<file path="src/rtl/cpsm_pkg.sv">
// Shared types and constants for the capture period speed meter.
// Holds field widths, register reset values, register indexes and the arithmetic constants.
// Depends on nothing; every other file of the block imports it.
`default_nettype none

package cpsm_pkg;

   // Field widths.
   localparam int unsigned CAP_W     = 16;
   localparam int unsigned PERIOD_W  = CAP_W + 1;
   localparam int unsigned REV_W     = 28;
   localparam int unsigned SPEED_W   = 25;
   localparam int unsigned RATIO_W   = 10;
   localparam int unsigned TOP_W     = 16;
   localparam int unsigned THRESH_W  = 24;
   localparam int unsigned CSR_W     = 24;
   localparam int unsigned CSR_IDX_W = 2;

   // Register indexes on the configuration port.
   localparam logic [CSR_IDX_W-1:0] CSR_RATIO  = 2'd0;
   localparam logic [CSR_IDX_W-1:0] CSR_TOP    = 2'd1;
   localparam logic [CSR_IDX_W-1:0] CSR_THRESH = 2'd2;

   // Register reset values.
   localparam logic [RATIO_W-1:0]  RATIO_RST  = 10'd1;
   localparam logic [TOP_W-1:0]    TOP_RST    = 16'hFFFF;
   localparam logic [THRESH_W-1:0] THRESH_RST = 24'd150;

   // Default number of sensor pulses per motor revolution.
   localparam int unsigned PPR_DEFAULT = 6;

   // Plausibility: ticks per second of the capture counter.
   localparam int unsigned PLAUS_NUM = 10000000;
   localparam int unsigned PROD_W    = PERIOD_W + THRESH_W + 1;

   // Revolution rate numerator and the speed scaling 3.14 * 45 / 1000 = 1413 / 10000.
   localparam longint unsigned REV_NUM   = 1000000000;
   localparam int unsigned     REV_NUM_W = 30;
   localparam int unsigned     SPEED_NUM = 1413;
   localparam int unsigned     SPEED_DEN = 10000;

   // Divider of the revolution rate: the dividend is exactly the rate numerator.
   localparam int unsigned DVD_W  = REV_NUM_W;
   localparam int unsigned STEP_W = $clog2(DVD_W + 1);

   localparam logic [DVD_W-1:0] REV_DVD = DVD_W'(REV_NUM);

   // Speed scaling by a rounded-up reciprocal: for every rate below 2^28 the top bits of
   // rate * SPEED_RECIP above SPEED_SHIFT equal rate * 1413 / 10000, truncated.
   localparam int unsigned SPEED_SHIFT  = 42;
   localparam int unsigned RECIP_W      = 40;
   localparam int unsigned RECIP_HALF_W = RECIP_W / 2;
   localparam logic [RECIP_W-1:0] SPEED_RECIP =
      RECIP_W'(((64'(SPEED_NUM) << SPEED_SHIFT) + 64'(SPEED_DEN) - 64'd1) / 64'(SPEED_DEN));

   localparam logic [REV_W-1:0]   REV_MAX   = {REV_W{1'b1}};
   localparam logic [SPEED_W-1:0] SPEED_MAX = {SPEED_W{1'b1}};

   // Depth of the queue between the front and back parts.
   localparam int unsigned QUEUE_DEPTH = 2;

   typedef struct packed {
      logic [RATIO_W-1:0]  ratio;
      logic [TOP_W-1:0]    top;
      logic [THRESH_W-1:0] thresh;
   } cfg_type;

endpackage

`default_nettype wire

</file>
<file path="src/rtl/cpsm_fifo.sv">
// Small register queue that carries periods from the front part to the back part.
// Uses cpsm_pkg for the default width and depth; both are parameters.
`default_nettype none

module cpsm_fifo
   import cpsm_pkg::*;
#(
   parameter int unsigned WIDTH = PERIOD_W,
   parameter int unsigned DEPTH = QUEUE_DEPTH
) (
   input  wire logic             clock,
   input  wire logic             reset,
   input  wire logic             push,
   input  wire logic [WIDTH-1:0] push_data,
   output logic                  full,
   input  wire logic             pop,
   output logic [WIDTH-1:0]      pop_data,
   output logic                  empty
);

   localparam int unsigned AW = (DEPTH > 1) ? $clog2(DEPTH) : 1;
   localparam int unsigned CW = $clog2(DEPTH + 1);

   logic [WIDTH-1:0] entry_ff [DEPTH];
   logic [AW-1:0]    wr_ptr_ff, wr_ptr_in;
   logic [AW-1:0]    rd_ptr_ff, rd_ptr_in;
   logic [CW-1:0]    count_ff, count_in;
   logic             do_push, do_pop;

   assign full     = (count_ff == CW'(DEPTH));
   assign empty    = (count_ff == '0);
   assign do_push  = push && !full;
   assign do_pop   = pop && !empty;
   assign pop_data = entry_ff[rd_ptr_ff];

   always_comb begin
      wr_ptr_in = wr_ptr_ff;
      rd_ptr_in = rd_ptr_ff;
      count_in  = count_ff;
      if (do_push) begin
         wr_ptr_in = (wr_ptr_ff == AW'(DEPTH - 1)) ? '0 : wr_ptr_ff + AW'(1);
      end
      if (do_pop) begin
         rd_ptr_in = (rd_ptr_ff == AW'(DEPTH - 1)) ? '0 : rd_ptr_ff + AW'(1);
      end
      if (do_push && !do_pop) begin
         count_in = count_ff + CW'(1);
      end else if (do_pop && !do_push) begin
         count_in = count_ff - CW'(1);
      end
   end

   always_ff @(posedge clock) begin
      if (reset) begin
         wr_ptr_ff <= '0;
         rd_ptr_ff <= '0;
         count_ff  <= '0;
      end else begin
         wr_ptr_ff <= wr_ptr_in;
         rd_ptr_ff <= rd_ptr_in;
         count_ff  <= count_in;
      end
   end

   always_ff @(posedge clock) begin
      if (do_push) begin
         entry_ff[wr_ptr_ff] <= push_data;
      end
   end

endmodule

`default_nettype wire

</file>
<file path="src/rtl/cpsm_div.sv">
// Restoring divider of the back part: one quotient bit per cycle.
// Depends on cpsm_pkg for the dividend width and the step counter width.
`default_nettype none

module cpsm_div
   import cpsm_pkg::*;
#(
   parameter int unsigned DIV_W = PERIOD_W + 13
) (
   input  wire logic              clock,
   input  wire logic              reset,
   input  wire logic              start,
   input  wire logic [DVD_W-1:0]  dividend,
   input  wire logic [DIV_W-1:0]  divisor,
   input  wire logic [STEP_W-1:0] steps,
   output logic                   done,
   output logic [DVD_W-1:0]       quotient
);

   logic              busy_ff, busy_in;
   logic              done_ff, done_in;
   logic [STEP_W-1:0] cnt_ff, cnt_in;
   logic [DIV_W-1:0]  rem_ff, rem_in;
   logic [DIV_W-1:0]  dsr_ff, dsr_in;
   logic [DVD_W-1:0]  dvd_ff, dvd_in;
   logic [DVD_W-1:0]  quo_ff, quo_in;
   logic [DIV_W:0]    trial;
   logic [DIV_W:0]    diff;
   logic              ge;

   assign done     = done_ff;
   assign quotient = quo_ff;

   // The remainder stays below the divisor, so the trial value fits one extra bit.
   assign trial = {rem_ff, dvd_ff[DVD_W-1]};
   assign diff  = trial - {1'b0, dsr_ff};
   assign ge    = (trial >= {1'b0, dsr_ff});

   always_comb begin
      busy_in = busy_ff;
      done_in = 1'b0;
      cnt_in  = cnt_ff;
      rem_in  = rem_ff;
      dsr_in  = dsr_ff;
      dvd_in  = dvd_ff;
      quo_in  = quo_ff;
      if (start) begin
         busy_in = 1'b1;
         cnt_in  = steps;
         rem_in  = '0;
         dsr_in  = divisor;
         dvd_in  = dividend;
         quo_in  = '0;
      end else if (busy_ff) begin
         rem_in = ge ? diff[DIV_W-1:0] : trial[DIV_W-1:0];
         quo_in = {quo_ff[DVD_W-2:0], ge};
         dvd_in = {dvd_ff[DVD_W-2:0], 1'b0};
         cnt_in = cnt_ff - STEP_W'(1);
         if (cnt_ff == STEP_W'(1)) begin
            busy_in = 1'b0;
            done_in = 1'b1;
         end
      end
   end

   always_ff @(posedge clock) begin
      if (reset) begin
         busy_ff <= 1'b0;
         done_ff <= 1'b0;
      end else begin
         busy_ff <= busy_in;
         done_ff <= done_in;
      end
      cnt_ff <= cnt_in;
      rem_ff <= rem_in;
      dsr_ff <= dsr_in;
      dvd_ff <= dvd_in;
      quo_ff <= quo_in;
   end

endmodule

`default_nettype wire

</file>
<file path="src/rtl/cpsm_front.sv">
// Front part: pairs up captures, works out the period with counter wrap and screens it.
// Depends on cpsm_pkg; pushes plausible periods into the queue towards the back part.
`default_nettype none

module cpsm_front
   import cpsm_pkg::*;
(
   input  wire logic                clock,
   input  wire logic                reset,
   input  wire cfg_type             cfg,
   input  wire logic                req_push,
   input  wire logic [CAP_W-1:0]    req_capture_value,
   output logic                     req_full,
   output logic                     q_push,
   output logic [PERIOD_W-1:0]      q_data,
   input  wire logic                q_full
);

   typedef enum logic [1:0] {
      ST_ACCEPT,
      ST_MULT,
      ST_CHECK
   } state_type;

   state_type           state_ff, state_in;
   logic                phase_ff, phase_in;
   logic [CAP_W-1:0]    first_ff, first_in;
   logic [PERIOD_W-1:0] period_ff, period_in;
   logic [PROD_W-1:0]   prod_ff, prod_in;
   logic [PERIOD_W-1:0] period_calc;
   logic                accept;
   logic                pass;

   assign req_full = (state_ff != ST_ACCEPT);
   assign accept   = req_push && !req_full;
   assign q_data   = period_ff;

   // A request that is not later than the first capture has wrapped through the top value.
   always_comb begin
      if (req_capture_value > first_ff) begin
         period_calc = {1'b0, req_capture_value} - {1'b0, first_ff};
      end else begin
         period_calc = {1'b0, cfg.top} + PERIOD_W'(1) - {1'b0, first_ff}
                       + {1'b0, req_capture_value};
      end
   end

   // 10000000 / period > threshold exactly when (threshold + 1) * period <= 10000000.
   assign pass   = (period_ff != '0) && (prod_ff <= PROD_W'(PLAUS_NUM));
   assign q_push = (state_ff == ST_CHECK) && pass && !q_full;

   always_comb begin
      state_in  = state_ff;
      phase_in  = phase_ff;
      first_in  = first_ff;
      period_in = period_ff;
      prod_in   = prod_ff;
      unique case (state_ff)
         ST_ACCEPT: begin
            if (accept) begin
               if (!phase_ff) begin
                  first_in = req_capture_value;
                  phase_in = 1'b1;
               end else begin
                  phase_in  = 1'b0;
                  period_in = period_calc;
                  state_in  = ST_MULT;
               end
            end
         end
         ST_MULT: begin
            prod_in  = PROD_W'(period_ff) * PROD_W'({1'b0, cfg.thresh} + 25'd1);
            state_in = ST_CHECK;
         end
         ST_CHECK: begin
            if (!pass || !q_full) begin
               state_in = ST_ACCEPT;
            end
         end
         default: begin
            state_in = ST_ACCEPT;
         end
      endcase
   end

   always_ff @(posedge clock) begin
      if (reset) begin
         state_ff <= ST_ACCEPT;
         phase_ff <= 1'b0;
         first_ff <= '0;
      end else begin
         state_ff <= state_in;
         phase_ff <= phase_in;
         first_ff <= first_in;
      end
      period_ff <= period_in;
      prod_ff   <= prod_in;
   end

endmodule

`default_nettype wire

</file>
<file path="src/rtl/cpsm_back.sv">
// Back part: turns a period into the revolution rate and the linear speed.
// Depends on cpsm_pkg and cpsm_div; holds the result register towards the rsp channel.
`default_nettype none

module cpsm_back
   import cpsm_pkg::*;
#(
   parameter int unsigned PULSES_PER_REV = PPR_DEFAULT
) (
   input  wire logic                clock,
   input  wire logic                reset,
   input  wire logic [RATIO_W-1:0]  ratio,
   input  wire logic                q_empty,
   input  wire logic [PERIOD_W-1:0] q_data,
   output logic                     q_pop,
   output logic                     rsp_empty,
   input  wire logic                rsp_pop,
   output logic [PERIOD_W-1:0]      rsp_period_ticks,
   output logic [REV_W-1:0]         rsp_rev_rate_milli,
   output logic [SPEED_W-1:0]       rsp_linear_speed
);

   localparam int unsigned K_W   = $clog2(PULSES_PER_REV * ((1 << RATIO_W) - 1) + 1);
   localparam int unsigned DIV_W = PERIOD_W + K_W;
   localparam logic [K_W-1:0] PPR_K = K_W'(PULSES_PER_REV);

   localparam int unsigned PART_W = REV_W + RECIP_HALF_W;
   localparam int unsigned SUM_W  = PART_W + RECIP_HALF_W;
   localparam int unsigned SQ_W   = SUM_W - SPEED_SHIFT;
   localparam logic [RECIP_HALF_W-1:0] RECIP_LO = SPEED_RECIP[RECIP_HALF_W-1:0];
   localparam logic [RECIP_HALF_W-1:0] RECIP_HI = SPEED_RECIP[RECIP_W-1:RECIP_HALF_W];

   typedef enum logic [2:0] {
      ST_IDLE,
      ST_SCALE,
      ST_REV_GO,
      ST_REV_WAIT,
      ST_SPD_LO,
      ST_SPD_HI,
      ST_EMIT
   } state_type;

   state_type           state_ff, state_in;
   logic [PERIOD_W-1:0] period_ff, period_in;
   logic [K_W-1:0]      k_ff, k_in;
   logic [DIV_W-1:0]    dsr_ff, dsr_in;
   logic [REV_W-1:0]    rev_ff, rev_in;
   logic [PART_W-1:0]   part_ff, part_in;
   logic [SPEED_W-1:0]  speed_ff, speed_in;
   logic                out_valid_ff, out_valid_in;
   logic [PERIOD_W-1:0] out_period_ff, out_period_in;
   logic [REV_W-1:0]    out_rev_ff, out_rev_in;
   logic [SPEED_W-1:0]  out_speed_ff, out_speed_in;
   logic [RATIO_W-1:0]  ratio_eff;
   logic                div_start;
   logic [DVD_W-1:0]    div_dividend;
   logic [DIV_W-1:0]    div_divisor;
   logic [STEP_W-1:0]   div_steps;
   logic                div_done;
   logic [DVD_W-1:0]    div_quo;
   logic                out_free;
   logic [PART_W-1:0]   hi_part;
   logic [SUM_W-1:0]    spd_sum;
   logic [SQ_W-1:0]     spd_quo;

   // A ratio of zero counts as one.
   assign ratio_eff = (ratio == '0) ? RATIO_W'(1) : ratio;

   assign rsp_empty          = !out_valid_ff;
   assign rsp_period_ticks   = out_period_ff;
   assign rsp_rev_rate_milli = out_rev_ff;
   assign rsp_linear_speed   = out_speed_ff;
   assign out_free           = !out_valid_ff || rsp_pop;

   assign q_pop     = (state_ff == ST_IDLE) && !q_empty;
   assign div_start = (state_ff == ST_REV_GO);

   // The divider works out 1e9 over period times pulses times ratio.
   assign div_dividend = REV_DVD;
   assign div_divisor  = dsr_ff;
   assign div_steps    = STEP_W'(REV_NUM_W);

   // The reciprocal product is built from two half-width partial products.
   assign hi_part = PART_W'(rev_ff) * PART_W'(RECIP_HI);
   assign spd_sum = {hi_part, {RECIP_HALF_W{1'b0}}} + SUM_W'(part_ff);
   assign spd_quo = spd_sum[SUM_W-1:SPEED_SHIFT];

   cpsm_div #(
      .DIV_W (DIV_W)
   ) u_div (
      .clock    (clock),
      .reset    (reset),
      .start    (div_start),
      .dividend (div_dividend),
      .divisor  (div_divisor),
      .steps    (div_steps),
      .done     (div_done),
      .quotient (div_quo)
   );

   always_comb begin
      state_in      = state_ff;
      period_in     = period_ff;
      k_in          = k_ff;
      dsr_in        = dsr_ff;
      rev_in        = rev_ff;
      part_in       = part_ff;
      speed_in      = speed_ff;
      out_valid_in  = out_valid_ff && !rsp_pop;
      out_period_in = out_period_ff;
      out_rev_in    = out_rev_ff;
      out_speed_in  = out_speed_ff;
      unique case (state_ff)
         ST_IDLE: begin
            if (!q_empty) begin
               period_in = q_data;
               k_in      = K_W'(ratio_eff) * PPR_K;
               state_in  = ST_SCALE;
            end
         end
         ST_SCALE: begin
            dsr_in   = DIV_W'(period_ff) * DIV_W'(k_ff);
            state_in = ST_REV_GO;
         end
         ST_REV_GO: begin
            state_in = ST_REV_WAIT;
         end
         ST_REV_WAIT: begin
            if (div_done) begin
               rev_in   = (div_quo > DVD_W'(REV_MAX)) ? REV_MAX : div_quo[REV_W-1:0];
               state_in = ST_SPD_LO;
            end
         end
         ST_SPD_LO: begin
            part_in  = PART_W'(rev_ff) * PART_W'(RECIP_LO);
            state_in = ST_SPD_HI;
         end
         ST_SPD_HI: begin
            speed_in = (spd_quo > SQ_W'(SPEED_MAX)) ? SPEED_MAX : spd_quo[SPEED_W-1:0];
            state_in = ST_EMIT;
         end
         ST_EMIT: begin
            if (out_free) begin
               out_valid_in  = 1'b1;
               out_period_in = period_ff;
               out_rev_in    = rev_ff;
               out_speed_in  = speed_ff;
               state_in      = ST_IDLE;
            end
         end
         default: begin
            state_in = ST_IDLE;
         end
      endcase
   end

   always_ff @(posedge clock) begin
      if (reset) begin
         state_ff     <= ST_IDLE;
         out_valid_ff <= 1'b0;
      end else begin
         state_ff     <= state_in;
         out_valid_ff <= out_valid_in;
      end
      period_ff     <= period_in;
      k_ff          <= k_in;
      dsr_ff        <= dsr_in;
      rev_ff        <= rev_in;
      part_ff       <= part_in;
      speed_ff      <= speed_in;
      out_period_ff <= out_period_in;
      out_rev_ff    <= out_rev_in;
      out_speed_ff  <= out_speed_in;
   end

endmodule

`default_nettype wire

</file>
<file path="src/rtl/capture_period_speed_meter.sv">
// Top level of the capture period speed meter: configuration registers and the two parts.
// Depends on cpsm_pkg, cpsm_front, cpsm_fifo and cpsm_back.
//
// Use: each request on the req channel (req_push while req_full is low) carries one counter
// value latched at a rising edge. Requests are taken in pairs; the second of a pair gives the
// period in counter ticks, wrapping through the top value. A pair whose period is zero or
// too long for the plausibility threshold yields no response; any other pair yields one
// response on the rsp channel (shown while rsp_empty is low, taken with rsp_pop).
// The first request of a pair is only stored. After the second, the front part multiplies
// the period by the threshold plus one and checks it, then the period waits in a two-entry
// queue. The back part takes one period at a time: it scales the period, runs the
// bit-serial divider of the revolution rate (30 steps), then does the speed scaling as a
// reciprocal multiplication in the states ST_SPD_LO and ST_SPD_HI. The front part can take
// further pairs while the back part is busy, as long as the queue has room.
// If the receiver does not pop, the finished response is held; the back part completes one
// more period and the queue fills, after which req_full stays high after the next pair.
// Synchronous reset empties the queue and response register, restarts pairing and restores
// the configuration registers to their defaults. csr_wr_en writes a register at once.
`default_nettype none

module capture_period_speed_meter
   import cpsm_pkg::*;
#(
   parameter int unsigned PULSES_PER_REV = PPR_DEFAULT
) (
   input  wire logic                 clock,
   input  wire logic                 reset,
   input  wire logic                 req_push,
   input  wire logic [CAP_W-1:0]     req_capture_value,
   output logic                      req_full,
   output logic                      rsp_empty,
   input  wire logic                 rsp_pop,
   output logic [PERIOD_W-1:0]       rsp_period_ticks,
   output logic [REV_W-1:0]          rsp_rev_rate_milli,
   output logic [SPEED_W-1:0]        rsp_linear_speed,
   input  wire logic                 csr_wr_en,
   input  wire logic [CSR_IDX_W-1:0] csr_index,
   input  wire logic [CSR_W-1:0]     csr_wdata
);

   cfg_type             cfg_ff, cfg_in;
   logic                q_push;
   logic [PERIOD_W-1:0] q_push_data;
   logic                q_full;
   logic                q_pop;
   logic [PERIOD_W-1:0] q_pop_data;
   logic                q_empty;

   always_comb begin
      cfg_in = cfg_ff;
      if (csr_wr_en) begin
         unique case (csr_index)
            CSR_RATIO:  cfg_in.ratio  = csr_wdata[RATIO_W-1:0];
            CSR_TOP:    cfg_in.top    = csr_wdata[TOP_W-1:0];
            CSR_THRESH: cfg_in.thresh = csr_wdata[THRESH_W-1:0];
            default:    cfg_in = cfg_ff;
         endcase
      end
   end

   always_ff @(posedge clock) begin
      if (reset) begin
         cfg_ff.ratio  <= RATIO_RST;
         cfg_ff.top    <= TOP_RST;
         cfg_ff.thresh <= THRESH_RST;
      end else begin
         cfg_ff <= cfg_in;
      end
   end

   cpsm_front u_front (
      .clock             (clock),
      .reset             (reset),
      .cfg               (cfg_ff),
      .req_push          (req_push),
      .req_capture_value (req_capture_value),
      .req_full          (req_full),
      .q_push            (q_push),
      .q_data            (q_push_data),
      .q_full            (q_full)
   );

   cpsm_fifo #(
      .WIDTH (PERIOD_W),
      .DEPTH (QUEUE_DEPTH)
   ) u_fifo (
      .clock     (clock),
      .reset     (reset),
      .push      (q_push),
      .push_data (q_push_data),
      .full      (q_full),
      .pop       (q_pop),
      .pop_data  (q_pop_data),
      .empty     (q_empty)
   );

   cpsm_back #(
      .PULSES_PER_REV (PULSES_PER_REV)
   ) u_back (
      .clock              (clock),
      .reset              (reset),
      .ratio              (cfg_ff.ratio),
      .q_empty            (q_empty),
      .q_data             (q_pop_data),
      .q_pop              (q_pop),
      .rsp_empty          (rsp_empty),
      .rsp_pop            (rsp_pop),
      .rsp_period_ticks   (rsp_period_ticks),
      .rsp_rev_rate_milli (rsp_rev_rate_milli),
      .rsp_linear_speed   (rsp_linear_speed)
   );

endmodule

`default_nettype wire

</file>
<file path="config.mk">
export PLATFORM = sky130hd
export DESIGN_NAME = capture_period_speed_meter
export DESIGN_NICKNAME = d
export VERILOG_FILES = /design/src/rtl/cpsm_pkg.sv /design/src/rtl/cpsm_fifo.sv /design/src/rtl/cpsm_div.sv /design/src/rtl/cpsm_front.sv /design/src/rtl/cpsm_back.sv /design/src/rtl/capture_period_speed_meter.sv
export SDC_FILE = /design/constraint.sdc
export NUM_CORES = 2
export LEC_CHECK = 0
export ABC_AREA = 1
export BUFFER_PORTS_ARGS = -buffer_cell sky130_fd_sc_hd__clkbuf_2
export CAP_MARGIN = 20
export CORE_MARGIN = 3
export CORE_UTILIZATION = 39
export DETAILED_ROUTE_END_ITERATION = 7
export PLACE_DENSITY = 0.61
export SLEW_MARGIN = 0
export SYNTH_ARGS = -nofsm -noshare
export SYNTH_HDL_FRONTEND = slang
export SYNTH_SLANG_ARGS = --single-unit
</file>
<file path="constraint.sdc">
create_clock -name clock -period 17.5 [get_ports clock]
set_input_delay 2.625 -clock clock [delete_from_list [all_inputs] [get_ports clock]]
set_output_delay 2.625 -clock clock [all_outputs]
set_load 0.05 [all_outputs]
</file>
# After elaboration in Yosys (flattened, before gate mapping)
# Memory sizes are Yosys's and may differ from the RTL's. A register that Yosys moved wholly into a read port is not among the register bits.
# Index checks and enable logic that the tools add are counted.
# classes
add_sub_neg	12
mul	5
magnitude_cmp	5
n_eq_ne	18
n_mux	24
bitwise	3
n_reduce_logical	40
# ops
cell	n
$add A68 B46 Y68	1
$mul A28 B20 Y48 const B	1
$mul A28 B18 Y46 const B	1
$le A42 B24 Y1 const B	1
$mul A17 B42 Y42	1
$ge A31 B30 Y1	1
$gt A30 B28 Y1 const B	1
$mux W30	1
$sub A30 B30 Y30	1
$mul A17 B12 Y29	1
$gt A26 B25 Y1 const B	1
$add A24 B1 Y25 const B	1
$pmux W3 S7	1
$add A16 B1 Y17 const B	1
$add A17 B16 Y17	1
$mux W17	1
$reduce_bool A17 Y1	1
$sub A16 B16 Y17	1
$sub A17 B16 Y17	1
$gt A16 B16 Y1	1
$reduce_and A2 Y1	7
$mul A10 B2 Y12 const B	1
$reduce_and A3 Y1	4
$mux W1	11
other kinds (25)	64
# word_totals
register_bits	463
ram_bits	34
inputBits	47
out_inout_bits	72
word_cells	136
n_memories	1
# mem_list
name	depth	word_bits	read_ports	rd_clocked_by_memory_dff	write_ports	line_no	rtl
u_fifo.entry_ff	2	17	1	1	1	cpsm_fifo.sv:24	logic [WIDTH-1:0] entry_ff [DEPTH];

# Logic depth before layout (Yosys ltp)
# logic_depth
word_depth	9
ltp_mapped	41
mapped_depth_nobuf	41

# Hierarchy
# A second synthesis with hierarchy kept.
# unflattened
cells_unflattened	7994
area_unflattened_um2	66062.1
# by_module_without_submodules
mod	n_inst	cells_each	area_each_um2	seq_area_each_um2
cpsm_back	1	4015	35388.9	6296.0
cpsm_front	1	2627	19975.4	2152.1
cpsm_div	1	976	7155.6	3193.1
capture_period_speed_meter	1	286	2008.2	1001.0
cpsm_fifo	1	90	1534.0	1121.1

# Worst setup path after synthesis
# OpenSTA, ideal clock, no wires.
# synth_path
path_type	register to register
startpoint	register cfg_ff[0] in the netlist's numbering
endpoint	register u_front.prod_ff[36] (data pin)
setup_time_ns	0.259
t_arrival_ns	6.887
required_time_ns	17.241
setup_slack_ns	10.354
stages_incl_launch_ff	37
path_buffers	1
period_less_slack_ns	7.146
cell_sequence	dfxtp_1 -> ha_1 -> nand2_1 -> nor2_1 -> inv_1 -> nor2_1 -> inv_1 -> nor2_1 -> nand2_1 -> nor3_1 -> nand2_1 -> nor2_1 -> a21oi_1 -> nor2_1 -> clkbuf_1 -> nand2_1 -> fa_1 -> inv_1 -> fa_1 -> inv_1 -> fa_1 -> inv_1 -> fa_1 -> inv_1 -> fa_1 -> inv_1 -> fa_1 -> ha_1 -> a21oi_1 -> o21ai_0 -> nand2_1 -> nand4_1 -> a21o_1 -> a21boi_0 -> o21ai_0 -> nand2_1 -> nand2_1
# synth_via
elab_chain_len	2
# synth_lines
item	line_no	rtl
from (decl)	capture_period_speed_meter.sv:41	cfg_type cfg_ff, cfg_in;
from (signal assigned)	capture_period_speed_meter.sv:67	cfg_ff <= cfg_in;
$add A24 B1 Y25	cpsm_front.sv:72	prod_in = PROD_W'(period_ff) * PROD_W'({1'b0, cfg.thresh} + 25'd1);
$mul A17 B42 Y42	cpsm_front.sv:72	
to (signal assigned)	cpsm_front.sv:97	prod_ff <= prod_in;
to (decl)	cpsm_front.sv:29	logic [PROD_W-1:0] prod_ff, prod_in;
# Every way passes these cells.
# A chain may end at the register's enable or synchronous reset.

# Worst setup path after layout
# Same ends and word-level chain as after synthesis.

==> impl_metrics.yaml <==
cells_and_area:
  drive_gt1_share_pct: 4.84
  fin_cells: 9813
  finalInstanceArea_um2: 68700
  multiInputGateArea_um2: 42300
  final_util_pct: 42.7
  fill_cells: 16076
  final_common_cell: "inv_1"
  fin_nets: 9230
  final_cell_mix: "inv_1 (1911), nand2_1 (1621), fa_1 (920)"
  syn_to_final_growth_pct: 8.55
  register_area_um2: 13200
sta:
  max_freq_mhz: 117
  min_period_ns: 8.57
  finalWorstSetupSlack_ns: 8.93
  timing_hold_violations_final: 0
  slew_viol_final: 0
  finalCritPeriodShare_pct: 49.0
  rsz0062_at_grt: "no"
  finClkSkew_ns: 0.0789
  slew_headroom_pct: 22.7
  setup_violations: 0
  tightest_slew_ns: 1.16
  hold-worst-slack_ns: 0.389
  setup_tns_ns: 0
worst_setup_path:
  crit_path_frequent_cell: "inv_1"
  r2r-end: "u_front.prod_ff[36]"
  startpoint_type: "register"
  critPathArrivalTime_ns: 8.99
  worstPathRequired_ns: 17.92
  reg2reg_slack_ns: 8.93
  crit_start: "cfg_ff[0]"
  critPathKind: "reg2reg"
  r2r-start: "cfg_ff[0]"
  slowest_delay_ns: 0.84
  cpMaxStageDelayCell: "dfxtp_1"
  crit_fanout: 16
  cp-end-kind: "register"
  r2r_cells: 36
floorplan:
  start_util_pct: 39.3
  die_h_um: 409
  core_region_area_um2: 161000
  die_x_um: 409
  ios: 119
  dieArea_um2: 167000
  rows: 147
grt:
  grt_pass1_vias: 50258
  grt_pass1_wl_um: 277000
  grt_overflow_total: 0
  grt_usage_pct: 21.0
  antenna_found_initial: 11
  grt_start_max_net_pins: 82
routing:
  drt_iter0_markers: 2762
  ant_nets: 0
  vias_per_cell: 4.89
  wl_per_cell_um: 17.5
  dr_total_vias: 47985
  totalWireLength_um: 172000
  drc: 0
  drt_first_pass_iters: 5
pwr:
  ir_drop_mv: 0.557
  power_mw: 12.4
  leakage_nw: 35.4
  pwr_density_cell_nw_per_um2: 181
clock_network:
  h-tree-depth: 2
  cts_buffer_depth: 3
  path_clk_slew_ns: 0.06
  post_cts_buffers: 0
  tritoncts: "done"
  worstSkewPairLatency_ns: 0.73
  cts_root_buffer: "clkbuf_16"
  numCtsBuffers: 61
  cts_sinks: 494
  postCtsHoldBufs: 0
  cts_resized: 0
min_path:
  worstHoldEndpoint: "u_back.u_div.dsr_ff[28]"
  hold_path_class: "reg2reg"
  hold_depth: 0
  min_from: "u_back.div_divisor[28]"
logic_synthesis:
  synth_flop_cell: "edfxtp_1"
  yosysUniqueCellTypes: 51
  synthCells: 7517
  syn-mean-instance-area_um2: 8.42
  synth_edf_count: 329
  yosys_warnings: 0
  async_flop_share_pct: 0
  syn-cell-area_um2: 63300
  syn-num-nets: 9151
  synth_seq_cells: 494
  ys_seq_area_share_pct: 20.8
placement:
  place_congestion: 0.953
  io_buffers: 118
  dp_slack_ns: 9.12
  placed_area_um2: 66400
  dp_cells: 9693
  hpwl_um: 141000
flow_run:
  drv_cap: 0
status:
  status: "complete, no violations"
-- report_power, final --
| group | switching (mW) | internal (mW) |
|---|---|---|
| registers | 0.197 | 1.98 |
| logic | 5.48 | 3.38 |
| clock network | 0.576 | 0.808 |
-- cell usage after synthesis (2+ instances only) --
| cell | number | area [µm²] |
|---|---|---|
| a211oi_1 | 6 | 45.0 |
| nand2_1 | 1621 | 6080 |
| nor3_1 | 53 | 265 |
| nand3_2 | 6 | 60.1 |
| nor4_1 | 21 | 131 |
| nand2_2 | 23 | 144 |
| buf_1 | 2 | 7.51 |
| a21oi_1 | 322 | 1610 |
| nor2_4 | 2 | 22.5 |
| o2111ai_1 | 3 | 26.3 |
| fa_1 | 920 | 18400 |
| o211ai_1 | 41 | 308 |
| clkinv_1 | 4 | 15.0 |
| o21ai_0 | 260 | 1300 |
| o221ai_1 | 8 | 70.1 |
| or2_2 | 18 | 113 |
| dfxtp_1 | 165 | 3300 |
| nand3b_1 | 4 | 30.0 |
| nor2_1 | 481 | 1810 |
| a21boi_0 | 8 | 60.1 |
| o31ai_1 | 5 | 37.5 |
| and2_1 | 3 | 18.8 |
| xnor2_1 | 59 | 517 |
| a221oi_1 | 2 | 17.5 |
| a31oi_1 | 32 | 200 |
| o21a_1 | 8 | 60.1 |
| xor2_1 | 125 | 1090 |
| and3_1 | 4 | 25.0 |
| clkbuf_1 | 155 | 582 |
| buf_6 | 2 | 22.5 |
| ha_1 | 667 | 8350 |
| nand3_1 | 122 | 611 |
| a21o_1 | 24 | 180 |
| buf_2 | 3 | 15.0 |
| edfxtp_1 | 329 | 9880 |
| nand4_1 | 52 | 325 |
| o21bai_1 | 19 | 143 |
| inv_1 | 1912 | 7180 |
| nor2_2 | 14 | 87.6 |
-- final cells by class --
type,instances,share of cell area [%]
clock buffers,72,2.39
repair buffers,179,1.53
multi-input cells,4943,61.6
inverters,1917,10.5
clock inverters,44,0.862
diodes,4,0.0146
flip-flops and latches,494,19.2
well taps,2160,3.94
-- layer usage --
layer | vias to the layer above | share of wire (%) | track usage, %
met5 | - | 0.016 | 0
met4 | 4 | 3.0 | 6.03
met3 | 255 | 5.2 | 2.93
met2 | 1201 | 48 | 35.2
met1 | 23495 | 44 | 28.3
li1 | 23030 | - | -
-- sequential cells by signal, summed over array words and instances, names as in the netlist, 26 cells and up --
register,cells
u_back.u_div.dsr_ff,29
u_back.u_div.quotient,30
u_back.rsp_rev_rate_milli,28
u_front.prod_ff,42
u_back.rev_ff,28
u_fifo.entry_ff,34
u_back.u_div.rem_ff,30
u_back.part_ff,26
cfg_ff,50
u_back.div_divisor,29
-- worst max-delay path by stage --
stage                     slack, ns                   to  depth (start not counted)
after detailed placement       9.12  u_front.prod_ff[36]                         36
after global placement         9.25  u_front.prod_ff[36]                         36
after CTS                      9.03  u_front.prod_ff[36]                         36
after global routing           8.37  u_front.prod_ff[36]                         36
final                          8.93  u_front.prod_ff[36]                         36
after floorplan               10.35  u_front.prod_ff[36]                         36
-- critical path, delay by kind of cell, from the launching register on --
kind | cells | cell delay [ns]
adder cells (fa/ha/maj) | 8 | 3.70
buffers and inverters | 9 | 0.93
flip-flops | 1 | 0.84
AND/OR/NAND/NOR | 13 | 1.52
AO/OA/AOI/OAI | 6 | 1.28
-- kinds of logic (layout without fill, tap and decap cells) --
| logic type | count (synthesis) | in the layout | share of synthesized area (%) |
|---|---|---|---|
| DFF | 494 | 494 | 20.8 |
| buffers and inverters | 2080 | 2212 | 12.4 |
| and+or+nand+nor | 2426 | 2426 | 15.4 |
| xor gates and xnor gates | 184 | 184 | 2.55 |
| AOI/OAI and AO/OA | 745 | 745 | 6.51 |
| muxes | 1 | 1 | 0.0158 |
| adders and majority gates | 1587 | 1587 | 42.3 |
| other | 0 | 4 | 0 |
(Power assumes the default switching activity.)
